**src/rtl/erc_pkg.sv**
```systemverilog
// Package for the elevator request controller: floor count, field widths,
// request codes, controller states and the payload and command structs.
// No dependencies.
package erc_pkg;

  localparam int NumFloors = 4;
  localparam int FloorW    = 3;
  localparam int FloorIdxW = (NumFloors > 1) ? $clog2(NumFloors) : 1;

  typedef enum logic [1:0] {
    KIND_NONE = 2'd0,
    KIND_DOWN = 2'd1,
    KIND_UP   = 2'd2,
    KIND_STOP = 2'd3
  } kind_e;

  typedef enum logic {
    MODE_REQUEST = 1'b0,
    MODE_TICK    = 1'b1
  } mode_e;

  typedef enum logic {
    ST_IDLE = 1'b0,
    ST_HOLD = 1'b1
  } state_e;

  typedef struct packed {
    logic              mode;
    logic [FloorW-1:0] req_floor;
    logic [1:0]        req_kind;
  } in_t;

  typedef struct packed {
    logic [FloorW-1:0] car_floor;
    logic              going_up;
    logic              stopped;
    logic [FloorW-1:0] stop_floor;
    logic              moved;
    logic              pending;
  } out_t;

  typedef struct packed {
    logic load;
  } cmd_t;

endpackage

```
**src/rtl/erc_in_if.sv**
```systemverilog
// Input stream interface of the elevator request controller.
// Depends on erc_pkg for the payload type.
interface erc_in_if;
  logic         valid;
  logic         ready;
  erc_pkg::in_t data;

  modport source (output valid, output data, input ready);
  modport sink   (input valid, input data, output ready);
endinterface

```
**src/rtl/erc_out_if.sv**
```systemverilog
// Result stream interface of the elevator request controller.
// Depends on erc_pkg for the payload type.
interface erc_out_if;
  logic          valid;
  logic          ready;
  erc_pkg::out_t data;

  modport source (output valid, output data, input ready);
  modport sink   (input valid, input data, output ready);
endinterface

```
**src/rtl/erc_ctrl.sv**
```systemverilog
// Handshake controller: tracks whether a result is held and issues the load
// command to the datapath. Depends on erc_pkg.
module erc_ctrl (
  input  logic          clk_i,
  input  logic          rst_ni,
  input  logic          in_valid_i,
  output logic          in_ready_o,
  output logic          out_valid_o,
  input  logic          out_ready_i,
  output erc_pkg::cmd_t cmd_o
);

  erc_pkg::state_e state_q, state_d;

  always_ff @(posedge clk_i or negedge rst_ni) begin
    if (!rst_ni) begin
      state_q <= erc_pkg::ST_IDLE;
    end else begin
      state_q <= state_d;
    end
  end

  always_comb begin
    state_d     = state_q;
    out_valid_o = 1'b0;
    in_ready_o  = 1'b0;
    unique case (state_q)
      erc_pkg::ST_IDLE: begin
        in_ready_o = 1'b1;
        if (in_valid_i) begin
          state_d = erc_pkg::ST_HOLD;
        end
      end
      erc_pkg::ST_HOLD: begin
        out_valid_o = 1'b1;
        // take the next transaction in the cycle the held result leaves
        in_ready_o  = out_ready_i;
        if (out_ready_i && !in_valid_i) begin
          state_d = erc_pkg::ST_IDLE;
        end
      end
      default: state_d = erc_pkg::ST_IDLE;
    endcase
    cmd_o.load = in_valid_i && in_ready_o;
  end

endmodule

```
**src/rtl/erc_datapath.sv**
```systemverilog
// Datapath: per-floor request store, car position and direction, and the
// result register. Updated on the load command. Depends on erc_pkg.
module erc_datapath (
  input  logic          clk_i,
  input  logic          rst_ni,
  input  erc_pkg::cmd_t cmd_i,
  input  erc_pkg::in_t  item_i,
  output erc_pkg::out_t result_o
);

  localparam int N  = erc_pkg::NumFloors;
  localparam int FW = erc_pkg::FloorW;
  localparam int IW = erc_pkg::FloorIdxW;
  localparam logic [FW-1:0] FloorOne  = FW'(1);
  localparam logic [FW-1:0] FloorLast = FW'(erc_pkg::NumFloors);

  erc_pkg::kind_e kind_q   [N];
  erc_pkg::kind_e kind_d   [N];
  logic [FW-1:0]  origin_q [N];
  logic [FW-1:0]  origin_d [N];
  logic [N-1:0]   passed_q, passed_d, passed_mark;
  logic [FW-1:0]  floor_q, floor_d;
  logic           up_q, up_d;
  logic [FW-1:0]  last_q, last_d;
  erc_pkg::out_t  result_q, result_d;

  logic           is_tick, req_ok, pend_now, pend_next, at_end, same_dir, serve, up_new;
  logic [IW-1:0]  req_idx, cur_idx;
  erc_pkg::kind_e in_kind, cur_kind;

  always_comb begin
    is_tick  = (item_i.mode == erc_pkg::MODE_TICK);
    in_kind  = erc_pkg::kind_e'(item_i.req_kind);
    req_ok   = (item_i.req_floor != '0) && (item_i.req_floor <= FloorLast);
    req_idx  = IW'(item_i.req_floor - FloorOne);
    cur_idx  = IW'(floor_q - FloorOne);

    pend_now = 1'b0;
    for (int i = 0; i < N; i++) begin
      pend_now       = pend_now | (kind_q[i] != erc_pkg::KIND_NONE);
      passed_mark[i] = (origin_q[i] == floor_q) && (kind_q[i] == erc_pkg::KIND_STOP);
    end

    cur_kind = kind_q[cur_idx];
    at_end   = (floor_q == FloorOne) || (floor_q == FloorLast);
    same_dir = (up_q && cur_kind == erc_pkg::KIND_UP) ||
               (!up_q && cur_kind == erc_pkg::KIND_DOWN);
    serve    = same_dir || (cur_kind != erc_pkg::KIND_NONE && at_end) ||
               (cur_kind == erc_pkg::KIND_STOP && (passed_q[cur_idx] | passed_mark[cur_idx]));
    priority if (floor_q == FloorOne) begin
      up_new = 1'b1;
    end else if (floor_q == FloorLast) begin
      up_new = 1'b0;
    end else begin
      up_new = up_q;
    end

    for (int i = 0; i < N; i++) begin
      kind_d[i]   = kind_q[i];
      origin_d[i] = origin_q[i];
    end
    passed_d = passed_q;
    floor_d  = floor_q;
    up_d     = up_q;
    last_d   = last_q;
    result_d = result_q;

    if (cmd_i.load) begin
      result_d.stopped    = 1'b0;
      result_d.stop_floor = '0;
      result_d.moved      = 1'b0;
      if (!is_tick) begin
        if (req_ok) begin
          if (kind_q[req_idx] != erc_pkg::KIND_STOP) begin
            kind_d[req_idx] = in_kind;
          end
          if (in_kind == erc_pkg::KIND_STOP) begin
            origin_d[req_idx] = last_q;
          end
          passed_d[req_idx] = 1'b0;
          last_d            = item_i.req_floor;
        end
      end else if (pend_now) begin
        passed_d = passed_q | passed_mark;
        if (serve) begin
          kind_d[cur_idx]     = erc_pkg::KIND_NONE;
          result_d.stopped    = 1'b1;
          result_d.stop_floor = floor_q;
        end
        up_d    = up_new;
        floor_d = up_new ? floor_q + FloorOne : floor_q - FloorOne;
        result_d.moved = 1'b1;
      end
      pend_next = 1'b0;
      for (int i = 0; i < N; i++) begin
        pend_next = pend_next | (kind_d[i] != erc_pkg::KIND_NONE);
      end
      result_d.car_floor = floor_d;
      result_d.going_up  = up_d;
      result_d.pending   = pend_next;
    end else begin
      pend_next = pend_now;
    end
  end

  always_ff @(posedge clk_i or negedge rst_ni) begin
    if (!rst_ni) begin
      for (int i = 0; i < N; i++) begin
        kind_q[i]   <= erc_pkg::KIND_NONE;
        origin_q[i] <= '0;
      end
      passed_q <= '0;
      floor_q  <= FloorOne;
      up_q     <= 1'b1;
      last_q   <= '0;
    end else begin
      for (int i = 0; i < N; i++) begin
        kind_q[i]   <= kind_d[i];
        origin_q[i] <= origin_d[i];
      end
      passed_q <= passed_d;
      floor_q  <= floor_d;
      up_q     <= up_d;
      last_q   <= last_d;
    end
  end

  // result payload needs no reset: it is shown only with valid
  always_ff @(posedge clk_i) begin
    result_q <= result_d;
  end

  assign result_o = result_q;

endmodule

```
**src/rtl/elevator_request_controller.sv**
```systemverilog
// Top level of the sweeping elevator request controller.
// Depends on erc_pkg, erc_in_if, erc_out_if, erc_ctrl and erc_datapath.
//
//  port   | dir | payload                                       | handshake
//  in_i   | in  | mode, req_floor, req_kind                     | valid/ready
//  out_o  | out | car_floor, going_up, stopped, stop_floor,     | valid/ready
//         |     | moved, pending                                |
//
// Each transaction is evaluated in the cycle it is accepted; its result is
// valid from the next cycle and held in the output register until taken.
// A new transaction is accepted while the result register is empty or is
// being emptied in the same cycle, so one item per cycle without stalls.
// Reset (rst_ni low, asynchronous) clears all requests, puts the car at
// floor one heading up, and clears the last-request floor.
module elevator_request_controller (
  input  logic      clk_i,
  input  logic      rst_ni,
  erc_in_if.sink    in_i,
  erc_out_if.source out_o
);

  erc_pkg::cmd_t cmd;

  erc_ctrl u_ctrl (
    .clk_i       (clk_i),
    .rst_ni      (rst_ni),
    .in_valid_i  (in_i.valid),
    .in_ready_o  (in_i.ready),
    .out_valid_o (out_o.valid),
    .out_ready_i (out_o.ready),
    .cmd_o       (cmd)
  );

  erc_datapath u_datapath (
    .clk_i    (clk_i),
    .rst_ni   (rst_ni),
    .cmd_i    (cmd),
    .item_i   (in_i.data),
    .result_o (out_o.data)
  );

endmodule

```
**src/flat_wrapper.sv**
```systemverilog
// flat-port wrapper written by rule: the top's interface ports become plain ports
module elevator_request_controller_flat 
  (clk_i, rst_ni, in_i_valid, in_i_data, in_i_ready, out_o_valid, out_o_data, out_o_ready);
  erc_in_if in_i_i ();
  erc_out_if out_o_i ();
  input  logic clk_i;
  input  logic rst_ni;
  input wire logic [$bits(in_i_i.valid)-1:0] in_i_valid;
  input wire logic [$bits(in_i_i.data)-1:0] in_i_data;
  output wire logic [$bits(in_i_i.ready)-1:0] in_i_ready;
  output wire logic [$bits(out_o_i.valid)-1:0] out_o_valid;
  output wire logic [$bits(out_o_i.data)-1:0] out_o_data;
  input wire logic [$bits(out_o_i.ready)-1:0] out_o_ready;
  assign in_i_i.valid = in_i_valid;
  assign in_i_i.data = in_i_data;
  assign in_i_ready = in_i_i.ready;
  assign out_o_valid = out_o_i.valid;
  assign out_o_data = out_o_i.data;
  assign out_o_i.ready = out_o_ready;
  elevator_request_controller u_core (.clk_i(clk_i), .rst_ni(rst_ni), .in_i(in_i_i), .out_o(out_o_i));
endmodule
```
**config.mk**
```make
export PLATFORM = sky130hd
export DESIGN_NAME = elevator_request_controller_flat
export DESIGN_NICKNAME = d
export VERILOG_FILES = /design/src/rtl/erc_pkg.sv /design/src/rtl/erc_in_if.sv /design/src/rtl/erc_out_if.sv /design/src/rtl/erc_ctrl.sv /design/src/rtl/erc_datapath.sv /design/src/rtl/elevator_request_controller.sv /design/src/flat_wrapper.sv
export SDC_FILE = /design/constraint.sdc
export NUM_CORES = 1
export LEC_CHECK = 0
export ABC_AREA = 0
export BUFFER_PORTS_ARGS = -buffer_cell sky130_fd_sc_hd__buf_2
export CORE_UTILIZATION = 53
export CTS_CLUSTER_DIAMETER = 200
export CTS_CLUSTER_SIZE = 28
export DETAILED_ROUTE_END_ITERATION = 7
export GPL_TIMING_DRIVEN = 0
export PLACE_DENSITY = 0.75
export SLEW_MARGIN = 25
export SYNTH_ARGS = -nofsm -noshare
export SYNTH_HDL_FRONTEND = slang
export SYNTH_HIERARCHICAL = 1
export SYNTH_SLANG_ARGS = --single-unit
```
**constraint.sdc**
```tcl
create_clock -name clk_i -period 2.95 [get_ports clk_i]
set_input_delay 0.1475 -clock clk_i [delete_from_list [all_inputs] [get_ports clk_i]]
set_output_delay 0.1475 -clock clk_i [all_outputs]
set_load 0.01 [all_outputs]
```
-- Word level (Yosys, flattened, before mapping)
Index checks and enable logic that the tools add are counted.
- bitwise operators: 16
- $add $sub $neg: 3
- equal/unequal tests: 16
- muxes and demuxes: 43
- $lt $le $gt $ge: 8
- reductions and logical operators: 36
- operators with widths (cell ; count):
    2-to-1 mux 8 bit ; 6
    nonzero test 2 bit ; 10
    2-to-1 mux 4 bit ; 4
    == test 2 bit, second input constant ; 7
    logical AND 1 bit ; 14
    bitwise mux 12 bit ; 1
    == test 3 bit ; 4
    2-to-1 mux 2 bit ; 6
    2-to-1 mux 3 bit ; 4
    2-to-1 mux 1 bit ; 11
    AND reduction 3 bit ; 3
    bitwise AND 8 bit ; 1
    binary-select mux 2 bit (select 2 bit) ; 2
    bitwise mux 8 bit ; 1
    demux 2 bit (select 2 bit) ; 2
    NOT 8 bit ; 1
    OR 1 bit ; 7
    demux 3 bit (select 2 bit) ; 1
    greater-or-equal comparator 3 bit, second input constant ; 2
    less-than comparator 2 x 3 -> 1 bit, second input constant ; 2
    less-than comparator 3 x 1 -> 1 bit, second input constant ; 2
    NOT 2 -> 3 bit ; 2
    bitwise AND 4 bit ; 1
    binary-select mux 1 bit (select 2 bit) ; 2
    20 further kinds ; 26
- word-level logic and storage cells: 141
- output and inout bits: 12
- register bits: 42
- input bits: 10

-- Logic depth before layout (Yosys ltp)
- depth after elaboration: 18
- depth in mapped cells: 10
- gate-level depth less buffers: 8

-- Modules after synthesis
The synthesis kept the hierarchy.
- by module, submodules not included (module ; area each (µm²) ; cells an instance ; seq. area each (µm²) ; times used):
    erc_datapath ; 2426.1 ; 232 ; 1078.5 ; 1
    erc_ctrl ; 53.8 ; 4 ; 25.0 ; 1

-- Least setup slack after synthesis
OpenSTA, ideal clock, no wires.
- path type: register to register
- start point: reg u_core.u_datapath.floor_q[0]
- end point: reg u_core.u_datapath.result_q (netlist bit u_core/u_datapath/result_o[0]), data pin
- path buffers: 2
- data required time: 2673 ps
- stages on the path, launching flop included: 11
- period minus slack after synthesis: 2844 ps
- arrival: 2567 ps
- slack: 106 ps
- setup time: 277 ps
- cell sequence: dfstp_2 buf_6 inv_1 ha_1 clkdlybuf4s15_2 mux4_2 and3b_1 a311oi_2 a21oi_4 o311ai_0 nand4_1
- cells in the longest elaborated chain, start to end: 18
- elaborated cells on any way between the ends: 50
- those cells by class: 1 x add/sub; 2 x order compare; 9 x eq/ne; 13 x mux; 7 x bitwise; 18 x reduce/logical
- RTL lines (what ; line ; text):
    start: declaration ; erc_datapath.sv:22 ; logic [FW-1:0] floor_q, floor_d;
    start signal: assignment ; erc_datapath.sv:113 ; floor_q <= FloorOne;
    start signal: assignment ; erc_datapath.sv:122 ; floor_q <= floor_d;
    subtractor 3 x 1 -> 3 bit ; -- ;
    NOT 2 -> 3 bit (implied by the code) ; erc_datapath.sv:44, erc_datapath.sv:86 ;
    binary-select mux 2 bit (select 2 bit) ; erc_datapath.sv:44 ; cur_kind = kind_q[cur_idx];
    2-to-1 mux 2 bit (implied by the code) (2 in series) ; erc_datapath.sv:44 ;
    == test 2 bit / == test 2 x 1 -> 1 bit (equally long branches) ; erc_datapath.sv:46, erc_datapath.sv:47 ;
    logical AND 1 bit, on equally long branches ; erc_datapath.sv:46, erc_datapath.sv:47 ;
    logical OR 1 bit ; erc_datapath.sv:46 ; same_dir = (up_q && cur_kind == erc_pkg::KIND_UP) ||
    logical OR 1 bit (2 in series) ; erc_datapath.sv:48 ; serve = same_dir || (cur_kind != erc_pkg::KIND_NONE && at_end) ||
    2-to-1 mux 8 bit * ; erc_datapath.sv:85 ; if (serve) begin
    2-to-1 mux 8 bit * ; erc_datapath.sv:83 ; end else if (pend_now) begin
    2-to-1 mux 8 bit * ; erc_datapath.sv:72 ; if (!is_tick) begin
    2-to-1 mux 8 bit * ; erc_datapath.sv:68 ; if (cmd_i.load) begin
    nonzero test 2 bit ; erc_datapath.sv:96 ; pend_next = pend_next | (kind_d[i] != erc_pkg::KIND_NONE);
    OR 1 bit (2 in series) ; erc_datapath.sv:96 ;
    OR 1 bit * ; erc_datapath.sv:96 ;
    end signal: assignment ; erc_datapath.sv:130 ; result_q <= result_d;
    end: declaration ; erc_datapath.sv:25 ; erc_pkg::out_t result_q, result_d;
Every way passes the cells marked *; elsewhere a longest branch is shown, timed or not. The select of a mux whose other input is x is not followed.
A chain may end at the register's enable or synchronous reset.

-- Final worst setup path
Same ends and word-level chain as after synthesis.

==> run_results.csv <==
group,metric,value,unit
synth,synth-simple-area-share,17.05,%
critical_path,cp.required,2.98,ns
sta,whs,0.05272,ns
synth,synth_top_family_by_area,"simple AND/OR/NAND/NOR gates",
sta,worst_slack,0.1398,ns
die,dieArea,4957,um2
drt,wl_per_cell,15.74,um
critical_path,crit_fanout,10,
clock_tree,root_buffer,"clkbuf_8",
drt,ant_nets,0,
synth,synth.avg_cell_area,10.51,um2
clock_tree,clk_pin_slew,0.08,ns
final_layout,fin_area,2769,um2
final_layout,layout_common_cells,"36 x nand2_1, 30 x dfrtp_1, 22 x buf_2",
global_route,grt_pass1_wl,8128,um
sta,tightest_slew,0.7192,ns
run,maxCapViolations,0,
sta,fin_crit_sh,95.26,%
placement,placed_area,2650,um2
synth,yosysSeqAreaShare,44.50,%
power,power-per-cell-area,872.9,nW/um2
sta,min_period,2.810,ns
placement,dp_hpwl,3657,um
sta,fin_setup_tns,0,ns
clock_tree,clk_latency,0.30,ns
sta,relSlewSlack,52.06,%
drt,drc,0,
final_layout,num_antenna_cells,0,
global_route,first_global_vias,1649,
synth,ys_async_sr_fraction,76.19,%
drt,dr_total_vias,1800,
synth,synth_flop_cell,"dfrtp_1",
clock_tree,numCtsBuffers,5,
final_layout,layout_commonest_cell,"nand2_1",
synth,synthDistinctLibCells,51,
critical_path,crit_chain,"buf_6 -> inv_1 -> ha_4 -> mux4_2 -> and3b_1 -> a311oi_4 -> a2111oi_0 -> nor3_1 -> nand4_1",
drt,viasPerCell,5.660,
sta,fin_worst_skew,0.005856,ns
die,dieWidth,70.41,um
global_route,gr-total-overflow,0,
global_route,grt_max_degree,33,
synth,synth_compound_area_share,13.93,%
final_layout,layout-drive-gt1-share,24.06,%
synth,synth_adder_area_share,5.045,%
critical_path,crit_type,"flip-flop to flip-flop",
final_layout,layout.nets,285,
synth,synth_xor_area_share,6.357,%
critical_path,max_stage_delay,0.55,ns
min_path,hp-class,"input port to flip-flop",
run_status,status,"finished, final reports clean",
global_route,grt_usage,21.49,%
drt,routed_wl,5005,um
placement,gp_congestion,0.8271,
power,vdd_drop_max,0.3754,mV
sta,finalHoldViolations,0,
synth,synth_area,2480,um2
placement,pre_cts_ws,-0.2305,ns
sta,drv_slew,0,
critical_path,start_kind,"flip-flop",
die,rows,24,
critical_path,arrival,2.84,ns
placement,numPortBuffers,21,
critical_path,end_kind,"flip-flop",
synth,ys_warn_count,6,
power,power_leakage,1.191,nW
global_route,antenna_found_initial,0,
clock_tree,cts.sinks,42,
die,initial_core_util,56.18,%
die,ios,22,
synth,syn_inst,236,
power,p_total,2.417,mW
sta,setup_violations,0,
synth,ys_seq_elements,42,
synth,synth_mux_area_share,9.586,%
drt,drtIter0Drc,125,
drt,drtPass1Iterations,4,
clock_tree,htreeDepth,2,
sta,fmax,355.9,MHz
critical_path,slowest_stage,"dfstp_2",
synth,synth_edf_count,10,
sta,rsz0062_at_grt,"false",
die,coreArea,4414,um2
final_layout,syn2layout_area_growth,11.66,%
synth,synth.net_count,256,
die,chipHeight,70.41,um
clock_tree,cts_buffer_depth,2,
clock_tree,cts_tree,"done",
-- where the power goes --
group	leakage, nW	internal [mW]	switching (mW)	total (mW)
registers	0.476	0.744	0.104	0.848
logic	0.666	0.544	0.653	1.20
clock network	0.0484	0.167	0.205	0.372
-- area by class of cell --
class	instances	area, um2
fillers	356	1645
multi-input cells	177	1313
flip-flops and latches	42	1104
repair buffers	23	122.6
clock buffers	5	68.82
well taps	52	65.06
inverters	11	41.29
plain buffers	5	35.03
clock inverters	3	20.02
-- critical path: cells and delay by family, from the launching register on --
family                   cells  cell delay [ns]
multiplexers                 1             0.32
AO/OA/AOI/OAI                2             0.41
buffers and inverters        2             0.29
AND/OR/NAND/NOR              3             0.64
flip-flops                   1             0.55
adder cells (fa/ha/maj)      1             0.34
-- sequential cells by signal, summed over array words and instances, names as in the netlist --
signal                      cells
u_core/u_datapath/last_q        3
u_core/u_datapath/origin_q     12
u_core/u_datapath/passed_q      4
u_core/u_datapath/result_o     10
u_core/u_datapath/floor_q       3
u_core/u_ctrl/state_q           1
u_core/u_datapath/up_q          1
u_core/u_datapath/kind_q        8
-- path summary, 6_finish.rpt --
kind | start | end | slack [ns] | cells past startpoint
min in group asynchronous | rst_ni | u_core/u_datapath/kind_q[6] | 0.43 | 2
worst max register to register | u_core/u_datapath/floor_q[0] | u_core/u_datapath/result_o[0] | 0.14 | 9
worst min register to register | u_core/u_datapath/passed_q[0] | u_core/u_datapath/passed_q[0] | 0.50 | 2
worst min-delay path | in_i_valid | u_core/u_ctrl/state_q | 0.05 | 2
worst max-delay path | u_core/u_datapath/floor_q[0] | u_core/u_datapath/result_o[0] | 0.14 | 9
max in group asynchronous | rst_ni | u_core/u_datapath/origin_q[0] | 2.06 | 2
-- kinds of logic (layout without fill, tap and decap cells) --
kind of cell    after synthesis  after routing
compound gates               46             46
xor+xnor                     18             18
fa+ha+maj                    10             10
buf+inv                      17             47
flops                        42             42
mux                          18             18
simple gates                 85             85
-- cell usage after synthesis (all sizes together) (3+ instances only) --
master	number	area, um2
nand2	36	135.1
dfrtp	30	750.7
nor2	17	63.81
mux2	13	146.4
a21oi	12	71.32
xnor2	12	105.1
inv	11	41.29
o21ai	11	58.81
edfxtp	10	300.3
ha	10	125.1
and2	7	47.55
nor3	7	40.04
xor2	6	52.55
a2bb2oi	5	43.79
buf	3	27.52
mux4	3	71.32
nand2b	3	26.27
or4	3	22.52
-- metal layers --
layer / global-route usage [%] / vias up / share of wire [%]
met5: 0 / - / 0
met4: 10.44 / 0 / 2.6
met1: 29.31 / 834 / 45
li1: - / 896 / -
met2: 32.91 / 59 / 46
met3: 4.040 / 11 / 5.6
-- repair_timing --
action / in CTS / in global routing
setup buffers: 1 / 0
endpoints found under the hold margin: 30 / 0
pin swaps: 2 / 2
setup endpoints to repair: 4 / 4
resized for setup: 2 / 2
hold buffers: 1 / 0
-- stage by stage --
stage,util (%),instances
after floorplan,-,236
after global placement,60.03,309
after detailed placement,60.03,309
after CTS,62.44,318
after global routing,62.73,318
final,62.73,318
Note: power is estimated with default switching activity, not from simulation.
